**src/ipp_pkg.sv**
```systemverilog
// Shared types, constants and the control store of the incremental PID position loop.
// No dependencies; every other file imports it.
package ipp_pkg;

	// Port widths
	localparam int IN_TDATA_W  = 16;
	localparam int OUT_TDATA_W = 40;
	localparam int CFG_IDX_W   = 3;
	localparam int CFG_DATA_W  = 16;

	// Divider digit width and the reciprocal of five for an 11-bit partial dividend
	localparam int          DIG_W     = 8;
	localparam logic [11:0] RECIP5    = 12'd3277;
	localparam int          RECIP5_SH = 14;

	// Register reset values
	localparam logic [7:0]  DEAD_BAND_RST = 8'd3;
	localparam logic [15:0] INT_LIMIT_RST = 16'd80;
	localparam logic [15:0] CENTER_RST    = 16'd1680;

	// Register indexes
	typedef enum logic [CFG_IDX_W-1:0] {
		REG_AIM       = 3'd0,
		REG_GAIN_P    = 3'd1,
		REG_GAIN_I    = 3'd2,
		REG_GAIN_D    = 3'd3,
		REG_DEAD_BAND = 3'd4,
		REG_INT_LIMIT = 3'd5,
		REG_CENTER    = 3'd6
	} cfg_reg_t;

	// Datapath operations, one per control word
	typedef enum logic [3:0] {
		OP_IDLE, // wait for an item
		OP_ERR,  // error and deadband
		OP_MD,   // gain_d product, clamp the average
		OP_MP,   // filter numerator part one, gain_p product
		OP_MI,   // filter numerator part two, gain_i product
		OP_DV0,  // fold integral term, set up the divider
		OP_DIV,  // one quotient byte
		OP_FD,   // store the filtered derivative
		OP_INC,  // add derivative to the increment
		OP_ACC,  // update accumulator and error history
		OP_OUT   // load the result register
	} op_t;

	// Sequencing of the step counter
	typedef enum logic [1:0] {
		J_NEXT, // advance
		J_TAKE, // on an item: advance if seen, else jump
		J_LOOP, // jump until the last divider step, then advance
		J_OUT   // jump once the result register is free
	} jmp_t;

	localparam int PC_W = 4;
	typedef logic [PC_W-1:0] pc_t;

	localparam pc_t PC_IDLE = 4'd0;
	localparam pc_t PC_ERR  = 4'd1;
	localparam pc_t PC_MD   = 4'd2;
	localparam pc_t PC_MP   = 4'd3;
	localparam pc_t PC_MI   = 4'd4;
	localparam pc_t PC_DV0  = 4'd5;
	localparam pc_t PC_DIV  = 4'd6;
	localparam pc_t PC_FD   = 4'd7;
	localparam pc_t PC_INC  = 4'd8;
	localparam pc_t PC_ACC  = 4'd9;
	localparam pc_t PC_OUT  = 4'd10;

	typedef struct packed {
		op_t  op;
		jmp_t jmp;
		pc_t  target;
	} uword_t;

	// Status the sequencer branches on
	typedef struct packed {
		logic take;
		logic seen;
		logic div_last;
		logic out_free;
	} seq_stat_t;

	// Control store
	function automatic uword_t ucode(pc_t pc);
		uword_t w;
		case (pc)
			PC_IDLE: w = '{OP_IDLE, J_TAKE, PC_OUT};
			PC_ERR:  w = '{OP_ERR,  J_NEXT, PC_IDLE};
			PC_MD:   w = '{OP_MD,   J_NEXT, PC_IDLE};
			PC_MP:   w = '{OP_MP,   J_NEXT, PC_IDLE};
			PC_MI:   w = '{OP_MI,   J_NEXT, PC_IDLE};
			PC_DV0:  w = '{OP_DV0,  J_NEXT, PC_IDLE};
			PC_DIV:  w = '{OP_DIV,  J_LOOP, PC_DIV};
			PC_FD:   w = '{OP_FD,   J_NEXT, PC_IDLE};
			PC_INC:  w = '{OP_INC,  J_NEXT, PC_IDLE};
			PC_ACC:  w = '{OP_ACC,  J_NEXT, PC_IDLE};
			PC_OUT:  w = '{OP_OUT,  J_OUT,  PC_IDLE};
			default: w = '{OP_IDLE, J_OUT,  PC_IDLE};
		endcase
		return w;
	endfunction

	// Quotient of an 11-bit partial dividend (below 5 * 256) by five
	function automatic logic [DIG_W-1:0] div5_digit(logic [DIG_W+2:0] v);
		logic [DIG_W+14:0] p;
		p = {12'd0, v} * {11'd0, RECIP5};
		return p[RECIP5_SH +: DIG_W];
	endfunction

endpackage

```
**src/incremental_pid_position.sv**
```systemverilog
// Top level of the incremental PID position loop: registers, datapath, result register.
// Depends on ipp_pkg and ipp_seq.
//
// Channel  | Direction | Handshake               | Payload
// ---------+-----------+-------------------------+-------------------------------------
// s_axis   | in        | tvalid / tready         | tuser: target_seen; tdata: position
// m_axis   | out       | tvalid / tready         | tuser: updated; tdata: drive, error
// cfg      | in        | cfg_we (no wait)        | cfg_index, cfg_data
//
// An update item steps through the error, the three products, the byte-serial divide
// by five in the derivative filter, the filter store, the increment and the accumulator
// update before its result is loaded; a hold item goes from accept straight to the load
// of its result. The shared multiplier runs three times.
// Reset clears the configuration registers and loop state to their reset values and loads
// the accumulator with the center value. A stalled output holds the sequencer in its last
// step; input is taken again as soon as the result register has been loaded.
module incremental_pid_position import ipp_pkg::*; #(
	parameter int GAIN_FRAC_BITS = 8,
	parameter int ACC_FRAC_BITS  = 16
) (
	input  logic                   clk,
	input  logic                   arst_n,
	input  logic                   s_axis_tvalid,
	output logic                   s_axis_tready,
	input  logic [IN_TDATA_W-1:0]  s_axis_tdata,  // [15:0] measured_position
	input  logic                   s_axis_tuser,  // [0] target_seen
	output logic                   m_axis_tvalid,
	input  logic                   m_axis_tready,
	output logic [OUT_TDATA_W-1:0] m_axis_tdata,  // [15:0] drive_value, [32:16] error_used
	output logic                   m_axis_tuser,  // [0] updated
	input  logic                   cfg_we,
	input  logic [CFG_IDX_W-1:0]   cfg_index,
	input  logic [CFG_DATA_W-1:0]  cfg_data
);

	localparam int A       = ACC_FRAC_BITS;
	localparam int G       = GAIN_FRAC_BITS;
	localparam int ACC_W   = 24 + A;
	localparam int DER_W   = 32 + A;
	localparam int PROD_W  = 36;
	localparam int SHL_G   = (A >= G) ? A - G : 0;
	localparam int SHR_G   = (A >= G) ? 0 : G - A;
	localparam int SHL_I   = (A >= G + 1) ? A - G - 1 : 0;
	localparam int SHR_I   = (A >= G + 1) ? 0 : G + 1 - A;
	localparam int W_A     = PROD_W + 1 + SHL_G;
	localparam int W_B     = DER_W + 2;
	localparam int W_RAW   = ((W_A > W_B) ? W_A : W_B) + 2;
	localparam int W       = ((W_RAW + DIG_W - 1) / DIG_W) * DIG_W;
	localparam int DIV_STEPS = W / DIG_W;
	localparam int CNT_W   = $clog2(DIV_STEPS);

	// Configuration registers
	logic [15:0] aim_q, gain_p_q, gain_i_q, gain_d_q, limit_q;
	logic [7:0]  db_q;

	// Loop state
	logic signed [16:0]      last_q, prior_q;
	logic signed [DER_W-1:0] fd_q;
	logic signed [ACC_W-1:0] acc_q;

	// Working registers
	logic [15:0]              meas_q;
	logic                     seen_q;
	logic signed [16:0]       err_q;
	logic signed [17:0]       avg_q;
	logic signed [PROD_W-1:0] prod_q;
	logic signed [W-1:0]      sum_q, inc_q;
	logic [2:0]               rem_q;
	logic [CNT_W-1:0]         cnt_q;
	logic                     neg_q;

	// Result register
	logic                   m_valid_q;
	logic [OUT_TDATA_W-1:0] m_data_q;
	logic                   m_user_q;

	op_t       op;
	seq_stat_t stat;
	logic      take, out_free;

	assign s_axis_tready = (op == OP_IDLE);
	assign take          = s_axis_tvalid && s_axis_tready;
	assign out_free      = !m_valid_q || m_axis_tready;

	assign stat.take     = take;
	assign stat.seen     = s_axis_tuser;
	assign stat.div_last = (cnt_q == CNT_W'(DIV_STEPS - 1));
	assign stat.out_free = out_free;

	ipp_seq u_seq (
		.clk    (clk),
		.arst_n (arst_n),
		.stat   (stat),
		.op     (op)
	);

	// Error with deadband
	logic signed [16:0] diff_raw, err_dz;
	logic [16:0]        mag;
	assign diff_raw = $signed({1'b0, meas_q}) - $signed({1'b0, aim_q});
	assign mag      = diff_raw[16] ? 17'(-diff_raw) : 17'(diff_raw);
	assign err_dz   = (mag < {9'd0, db_q}) ? 17'sd0 : diff_raw;

	// Clamped average (Q.1) and differences
	logic signed [17:0] avg_raw, lim2, avg_cl, de;
	logic signed [18:0] diff2;
	assign avg_raw = {err_q[16], err_q} + {last_q[16], last_q};
	assign lim2    = $signed({1'b0, limit_q, 1'b0});
	always_comb begin
		avg_cl = avg_raw;
		if (avg_raw > lim2) begin
			avg_cl = lim2;
		end else if (avg_raw < -lim2) begin
			avg_cl = -lim2;
		end
	end
	assign de    = {err_q[16], err_q} - {last_q[16], last_q};
	assign diff2 = {{2{err_q[16]}}, err_q} - {last_q[16], last_q, 1'b0}
		+ {{2{prior_q[16]}}, prior_q};

	// Shared multiplier
	logic [15:0]              mul_a;
	logic signed [18:0]       mul_b;
	logic signed [PROD_W-1:0] product;
	always_comb begin
		case (op)
			OP_MP: begin
				mul_a = gain_p_q;
				mul_b = {de[17], de};
			end
			OP_MI: begin
				mul_a = gain_i_q;
				mul_b = {avg_q[17], avg_q};
			end
			default: begin
				mul_a = gain_d_q;
				mul_b = diff2;
			end
		endcase
	end
	assign product = $signed({1'b0, mul_a}) * mul_b;

	// Rescale products to the accumulator fraction
	logic signed [W-1:0] prod_w, g_term, i_term, fd_w, acc_w;
	assign prod_w = {{(W - PROD_W){prod_q[PROD_W-1]}}, prod_q};
	assign g_term = (prod_w <<< SHL_G) >>> SHR_G;
	assign i_term = (prod_w <<< SHL_I) >>> SHR_I;
	assign fd_w   = {{(W - DER_W){fd_q[DER_W-1]}}, fd_q};
	assign acc_w  = {{(W - ACC_W){acc_q[ACC_W-1]}}, acc_q};

	// One quotient byte of the divide by five
	logic [DIG_W+2:0] dig_in, rem_full;
	logic [DIG_W-1:0] qd;
	assign dig_in   = {rem_q, sum_q[W-1 -: DIG_W]};
	assign qd       = div5_digit(dig_in);
	assign rem_full = dig_in - ({3'd0, qd} * 11'd5);

	// Floor quotient and saturation of the filter
	logic signed [W-1:0]     q_s, acc_sum;
	logic signed [DER_W-1:0] fd_sat;
	logic signed [ACC_W-1:0] acc_sat;
	assign q_s = neg_q ? ~sum_q : sum_q;
	always_comb begin
		if ((&q_s[W-1:DER_W-1]) || !(|q_s[W-1:DER_W-1])) begin
			fd_sat = q_s[DER_W-1:0];
		end else begin
			fd_sat = {q_s[W-1], {(DER_W - 1){~q_s[W-1]}}};
		end
	end

	// Accumulator update with saturation
	assign acc_sum = acc_w + inc_q;
	always_comb begin
		if ((&acc_sum[W-1:ACC_W-1]) || !(|acc_sum[W-1:ACC_W-1])) begin
			acc_sat = acc_sum[ACC_W-1:0];
		end else begin
			acc_sat = {acc_sum[W-1], {(ACC_W - 1){~acc_sum[W-1]}}};
		end
	end

	// Drive value: integer part, saturated to 16 bits unsigned
	logic [15:0]        drive;
	logic signed [16:0] err_out;
	always_comb begin
		if (acc_q[ACC_W-1]) begin
			drive = 16'd0;
		end else if (|acc_q[ACC_W-2:A+16]) begin
			drive = 16'hFFFF;
		end else begin
			drive = acc_q[A+15:A];
		end
	end
	assign err_out = seen_q ? err_q : 17'sd0;

	// Configuration registers and loop state
	always_ff @(posedge clk or negedge arst_n) begin
		if (!arst_n) begin
			aim_q    <= '0;
			gain_p_q <= '0;
			gain_i_q <= '0;
			gain_d_q <= '0;
			db_q     <= DEAD_BAND_RST;
			limit_q  <= INT_LIMIT_RST;
			last_q   <= '0;
			prior_q  <= '0;
			fd_q     <= '0;
			acc_q    <= {8'd0, CENTER_RST, {A{1'b0}}};
		end else begin
			if (cfg_we) begin
				case (cfg_index)
					REG_AIM:       aim_q    <= cfg_data;
					REG_GAIN_P:    gain_p_q <= cfg_data;
					REG_GAIN_I:    gain_i_q <= cfg_data;
					REG_GAIN_D:    gain_d_q <= cfg_data;
					REG_DEAD_BAND: db_q     <= cfg_data[7:0];
					REG_INT_LIMIT: limit_q  <= cfg_data;
					REG_CENTER:    acc_q    <= {8'd0, cfg_data, {A{1'b0}}};
					default: ;
				endcase
			end
			if (op == OP_FD) begin
				fd_q <= fd_sat;
			end
			if (op == OP_ACC) begin
				acc_q   <= acc_sat;
				last_q  <= err_q;
				prior_q <= last_q;
			end
		end
	end

	// Working registers
	always_ff @(posedge clk) begin
		case (op)
			OP_IDLE: begin
				if (take) begin
					meas_q <= s_axis_tdata;
					seen_q <= s_axis_tuser;
				end
			end
			OP_ERR: err_q <= err_dz;
			OP_MD: begin
				prod_q <= product;
				avg_q  <= avg_cl;
			end
			OP_MP: begin
				sum_q  <= (g_term <<< 1) + (fd_w <<< 1);
				prod_q <= product;
			end
			OP_MI: begin
				sum_q  <= sum_q + fd_w;
				inc_q  <= g_term;
				prod_q <= product;
			end
			OP_DV0: begin
				inc_q <= inc_q + i_term;
				sum_q <= sum_q ^ {W{sum_q[W-1]}};
				neg_q <= sum_q[W-1];
				rem_q <= '0;
				cnt_q <= '0;
			end
			OP_DIV: begin
				sum_q <= {sum_q[W-DIG_W-1:0], qd};
				rem_q <= rem_full[2:0];
				cnt_q <= cnt_q + 1'b1;
			end
			OP_INC: inc_q <= inc_q + fd_w;
			default: ;
		endcase
	end

	// Result register
	always_ff @(posedge clk or negedge arst_n) begin
		if (!arst_n) begin
			m_valid_q <= 1'b0;
		end else if (op == OP_OUT && out_free) begin
			m_valid_q <= 1'b1;
		end else if (m_axis_tready) begin
			m_valid_q <= 1'b0;
		end
	end

	always_ff @(posedge clk) begin
		if (op == OP_OUT && out_free) begin
			m_data_q <= {7'd0, err_out, drive};
			m_user_q <= seen_q;
		end
	end

	assign m_axis_tvalid = m_valid_q;
	assign m_axis_tdata  = m_data_q;
	assign m_axis_tuser  = m_user_q;

endmodule

```
**src/ipp_seq.sv**
```systemverilog
// Step counter and control store walk for the PID loop.
// Depends on ipp_pkg for the control word, status struct and program.
module ipp_seq import ipp_pkg::*; (
	input  logic      clk,
	input  logic      arst_n,
	input  seq_stat_t stat,
	output op_t       op
);

	pc_t    pc_q;
	pc_t    pc_d;
	uword_t w;

	assign w = ucode(pc_q);

	// Next step
	always_comb begin
		pc_d = pc_q;
		case (w.jmp)
			J_NEXT: pc_d = pc_q + 1'b1;
			J_TAKE: begin
				if (stat.take) begin
					pc_d = stat.seen ? pc_q + 1'b1 : w.target;
				end
			end
			J_LOOP: pc_d = stat.div_last ? pc_q + 1'b1 : w.target;
			J_OUT: begin
				if (stat.out_free) begin
					pc_d = w.target;
				end
			end
			default: pc_d = PC_IDLE;
		endcase
	end

	// Drive the datapath
	always_comb begin
		op = w.op;
	end

	always_ff @(posedge clk or negedge arst_n) begin
		if (!arst_n) begin
			pc_q <= PC_IDLE;
		end else begin
			pc_q <= pc_d;
		end
	end

endmodule

```
**config.mk**
```make
export PLATFORM = sky130hd
export DESIGN_NAME = incremental_pid_position
export DESIGN_NICKNAME = d
export VERILOG_FILES = /design/src/ipp_pkg.sv /design/src/incremental_pid_position.sv /design/src/ipp_seq.sv
export SDC_FILE = /design/constraint.sdc
export NUM_CORES = 2
export LEC_CHECK = 0
export CAP_MARGIN = 5
export CORE_MARGIN = 2
export CORE_UTILIZATION = 40
export CTS_BUF_LIST = sky130_fd_sc_hd__clkbuf_2
export DETAILED_ROUTE_END_ITERATION = 6
export DONT_BUFFER_PORTS = 1
export MAX_ROUTING_LAYER = met4
export PLACE_DENSITY_LB_ADDON = 0.08
export SYNTH_ARGS = -nofsm -noshare
export SYNTH_HDL_FRONTEND = slang
export SYNTH_SLANG_ARGS = --single-unit
export TNS_END_PERCENT = 30
```
**constraint.sdc**
```tcl
create_clock -name clk -period 23.5 [get_ports clk]
set_clock_uncertainty 0.1 [all_clocks]
set_input_delay 2.35 -clock clk [delete_from_list [all_inputs] [get_ports clk]]
set_output_delay 2.35 -clock clk [all_outputs]
set_load 0.01 [all_outputs]
```
==> results.toml <==
[status]
status = "complete, no violations"

[sta]
max-slew-margin-rel = 0.1267
rsz0062_at_grt = "no"
period_share = 0.4507
fin_ws_ns = 12.91
final.min_clock_period_ns = 10.59
setup-violations-final = 0
fmax_mhz = 94.42
hold_violations = 0
fin_setup_tns_ns = 0
worst_pin_slew_ns = 1.301
final-max-slew-violation-count = 0

[logic_synthesis]
netlist.area_leader.share = 0.1355
synth_cell_type_count = 94
syn_inst = 6131
ys.flop_type = "edfxtp_1"
synth.most_common_cell = "inv_1"
yosysTopAreaCell = "edfxtp_1"
ys_top_cells_by_area = "edfxtp_1, fa_1, ha_1"
yosysSeqAreaShare = 0.2364
ys_ff_latch = 456
synth_edf_count = 241
async_reset_ff_frac = 0.4715
yosys_warnings = 0
syn_avg_cell_area_um2 = 8.711
ys_top_cells_by_count = "inv_1, nand2_1, ha_1"
syn_area_mm2 = 0.05341

[detailed_routing]
routedWlPerCell_um = 22.06
met3_wirelength_um = 7514
wl_met1_um = 79840
num_vias = 45020
wl_um = 176200
drc = 0
via_per_inst = 5.638
dr.first_iter.drc_count = 3193
postRouteAntennaNets = 0
firstDrtPassIters = 6
wl_met2_um = 82140
top_layer_used = "met4"

[clock_network]
clock_path_buffers = 3
clkSinkCount = 456
cts_hold_buf = 0
post_cts_buffers = 0
ctsResizeCount = 0
cts_root_buffer = "clkbuf_2"
clkLatencyLatePin_ns = 1.57
h-tree-depth = 4
clk_pin_slew_ns = 0.10
cts_tree = "built"
numCtsBuffers = 141

[worst_setup_path]
path_buf_inv = 8
setup.worst_path.end = "prod_q[35]$_DFFE_PP_"
crit_type = "reg2reg"
reg2reg_depth = 33
regToRegEndpoint = "prod_q[35]$_DFFE_PP_"
cp.arrival_ns = 11.71
r2r-start = "u_seq.pc_q[0]$_DFFE_PN0P_"
cpMaxStageDelayCell = "a2bb2oi_1"
critical-path-top-delay-family = "adder cells"
critPathLaunch = "u_seq.pc_q[0]$_DFFE_PN0P_"
rrSetupSlack_ns = 12.91
path_depth = 33
required_ns = 24.62
critPathCaptureType = "flip-flop"
worst_path_largest_cell_delay_ns = 0.85
critPathLaunchType = "flip-flop"
crit_fanout = 50

[final_layout]
syn2layout_area_growth_pct = 6.032
drive_gt1_frac = 0.07607
fin_nets = 7013
finish.utilization = 0.4259

[min_path]
hp-class = "reg2reg"

[floorplanning]
boundaryPins = 84
coreArea_mm2 = 0.1330
rows = 134
start_util = 0.4017
die_h_um = 369.4
die_w_um = 369.4
die_area_mm2 = 0.1365

[grt]
overflow = 0
grt_pass1_vias = 44890
antenna_found_initial = 8
track_usage = 0.2660
grt_max_degree = 216
grt_pass1_wl_um = 272200

[place]
place_congestion = 0.9864
place_ws_ns = 12.98
portBuffers = 0
dp_hpwl_um = 138300

[job]
cap_violations = 0
metal layers:
| metal | up-vias | global-route usage |
|---|---|---|
| met4 | 0 | 0.09521 |
| met2 | 1093 | 0.4251 |
| met5 | - | - |
| met1 | 22040 | 0.3470 |
| li1 | 21590 | - |
| met3 | 299 | 0.03272 |
stage by stage:
stage                     hold slack [ns]  instances  area, um2
after floorplan                    0.3498       6137      53430
after global placement             0.3633       7713      55280
after detailed placement           0.3709       7713      55280
after CTS                          0.1762       7973      56600
after global routing               0.1824       7984      56630
final                              0.3872       7985      56630
worst reg2reg max path: cells and delay by family (launching register included):
family,cells,cell delay [ns]
adder cells (fa/ha/maj),8,3.54
AND/OR/NAND/NOR,6,1.39
AO/OA/AOI/OAI,10,3.10
buffers and inverters,8,1.47
XOR/XNOR,1,0.12
flip-flops,1,0.54
logic make-up (layout without fill, tap and decap cells):
family | Yosys count | after routing | synth area share
buffers and inverters | 916 | 984 | 0.06550
xor gates and xnor gates | 431 | 431 | 0.07068
other | 1 | 19 | 0.00007021
DFF | 456 | 456 | 0.2364
AOI/OAI and AO/OA | 1625 | 1625 | 0.1992
and+or+nand+nor | 1715 | 1715 | 0.1497
adders and majority gates | 885 | 885 | 0.2576
muxes | 102 | 102 | 0.02083
final cells by class:
| cell class | count | area [um2] |
|---|---|---|
| multi-input cells | 4765 | 37440 |
| clock buffers | 210 | 1051 |
| fillers | 13440 | 76320 |
| diodes | 12 | 30.03 |
| flip-flops and latches | 456 | 12630 |
| clock inverters | 50 | 272.8 |
| inverters | 649 | 2436 |
| repair buffers | 75 | 563.0 |
| well taps | 1768 | 2212 |
flip-flops by register name, summed over array words and instances (netlist names), 3 cells and up:
name          cells
inc_q            56
sum_q            56
fd_q             48
acc_q            40
prod_q           36
m_axis_tdata     33
avg_q            18
err_q            17
last_q           17
prior_q          17
aim_q            16
gain_d_q         16
gain_i_q         16
gain_p_q         16
limit_q          16
meas_q           16
db_q              8
u_seq.pc_q        4
cnt_q             3
rem_q             3
cells in the final DEF (no fill, tap or decap), types with 32 or more instances in the layout:
cell,netlist,layout
mux2_2,73,73
a21oi_1,380,378
nor2b_1,71,71
buf_4,8,75
nand2_1,557,554
o211ai_1,39,39
edfxtp_1,241,241
clkbuf_2,2,210
and2_1,63,62
fa_1,358,358
a211oi_1,49,49
a221oi_1,36,35
a21o_1,162,162
nand2b_1,66,66
xor2_1,226,226
o21ai_0,448,445
or3_1,45,44
ha_1,526,526
nand4_1,72,72
a22oi_1,70,70
dfrtp_1,207,207
nand3_1,93,91
nor3_1,109,106
a222oi_1,32,32
inv_1,648,648
nor2_1,492,487
o21bai_1,40,40
a31oi_1,58,58
xnor2_1,205,204
and3_1,40,40
o21a_1,47,47
worst min path at each step:
stage | cells after the start | slack [ns] | from | end
finish | 2 | 0.39 | prior_q[12]$_DFFE_PN0P_ | prior_q[12]$_DFFE_PN0P_
global route | 0 | 0.18 | arst_n | fd_q[27]$_DFFE_PN0N_
CTS | 0 | 0.18 | arst_n | fd_q[28]$_DFFE_PN0N_
detailed placement | 2 | 0.37 | prior_q[12]$_DFFE_PN0P_ | prior_q[12]$_DFFE_PN0P_
global placement | 2 | 0.36 | prior_q[14]$_DFFE_PN0P_ | prior_q[14]$_DFFE_PN0P_
floorplan | 2 | 0.35 | prior_q[10]$_DFFE_PN0P_ | prior_q[10]$_DFFE_PN0P_
Power is left out: the tool's default activity adds up to more than one toggle a clock period on the data nets, which glitch-free logic cannot reach.
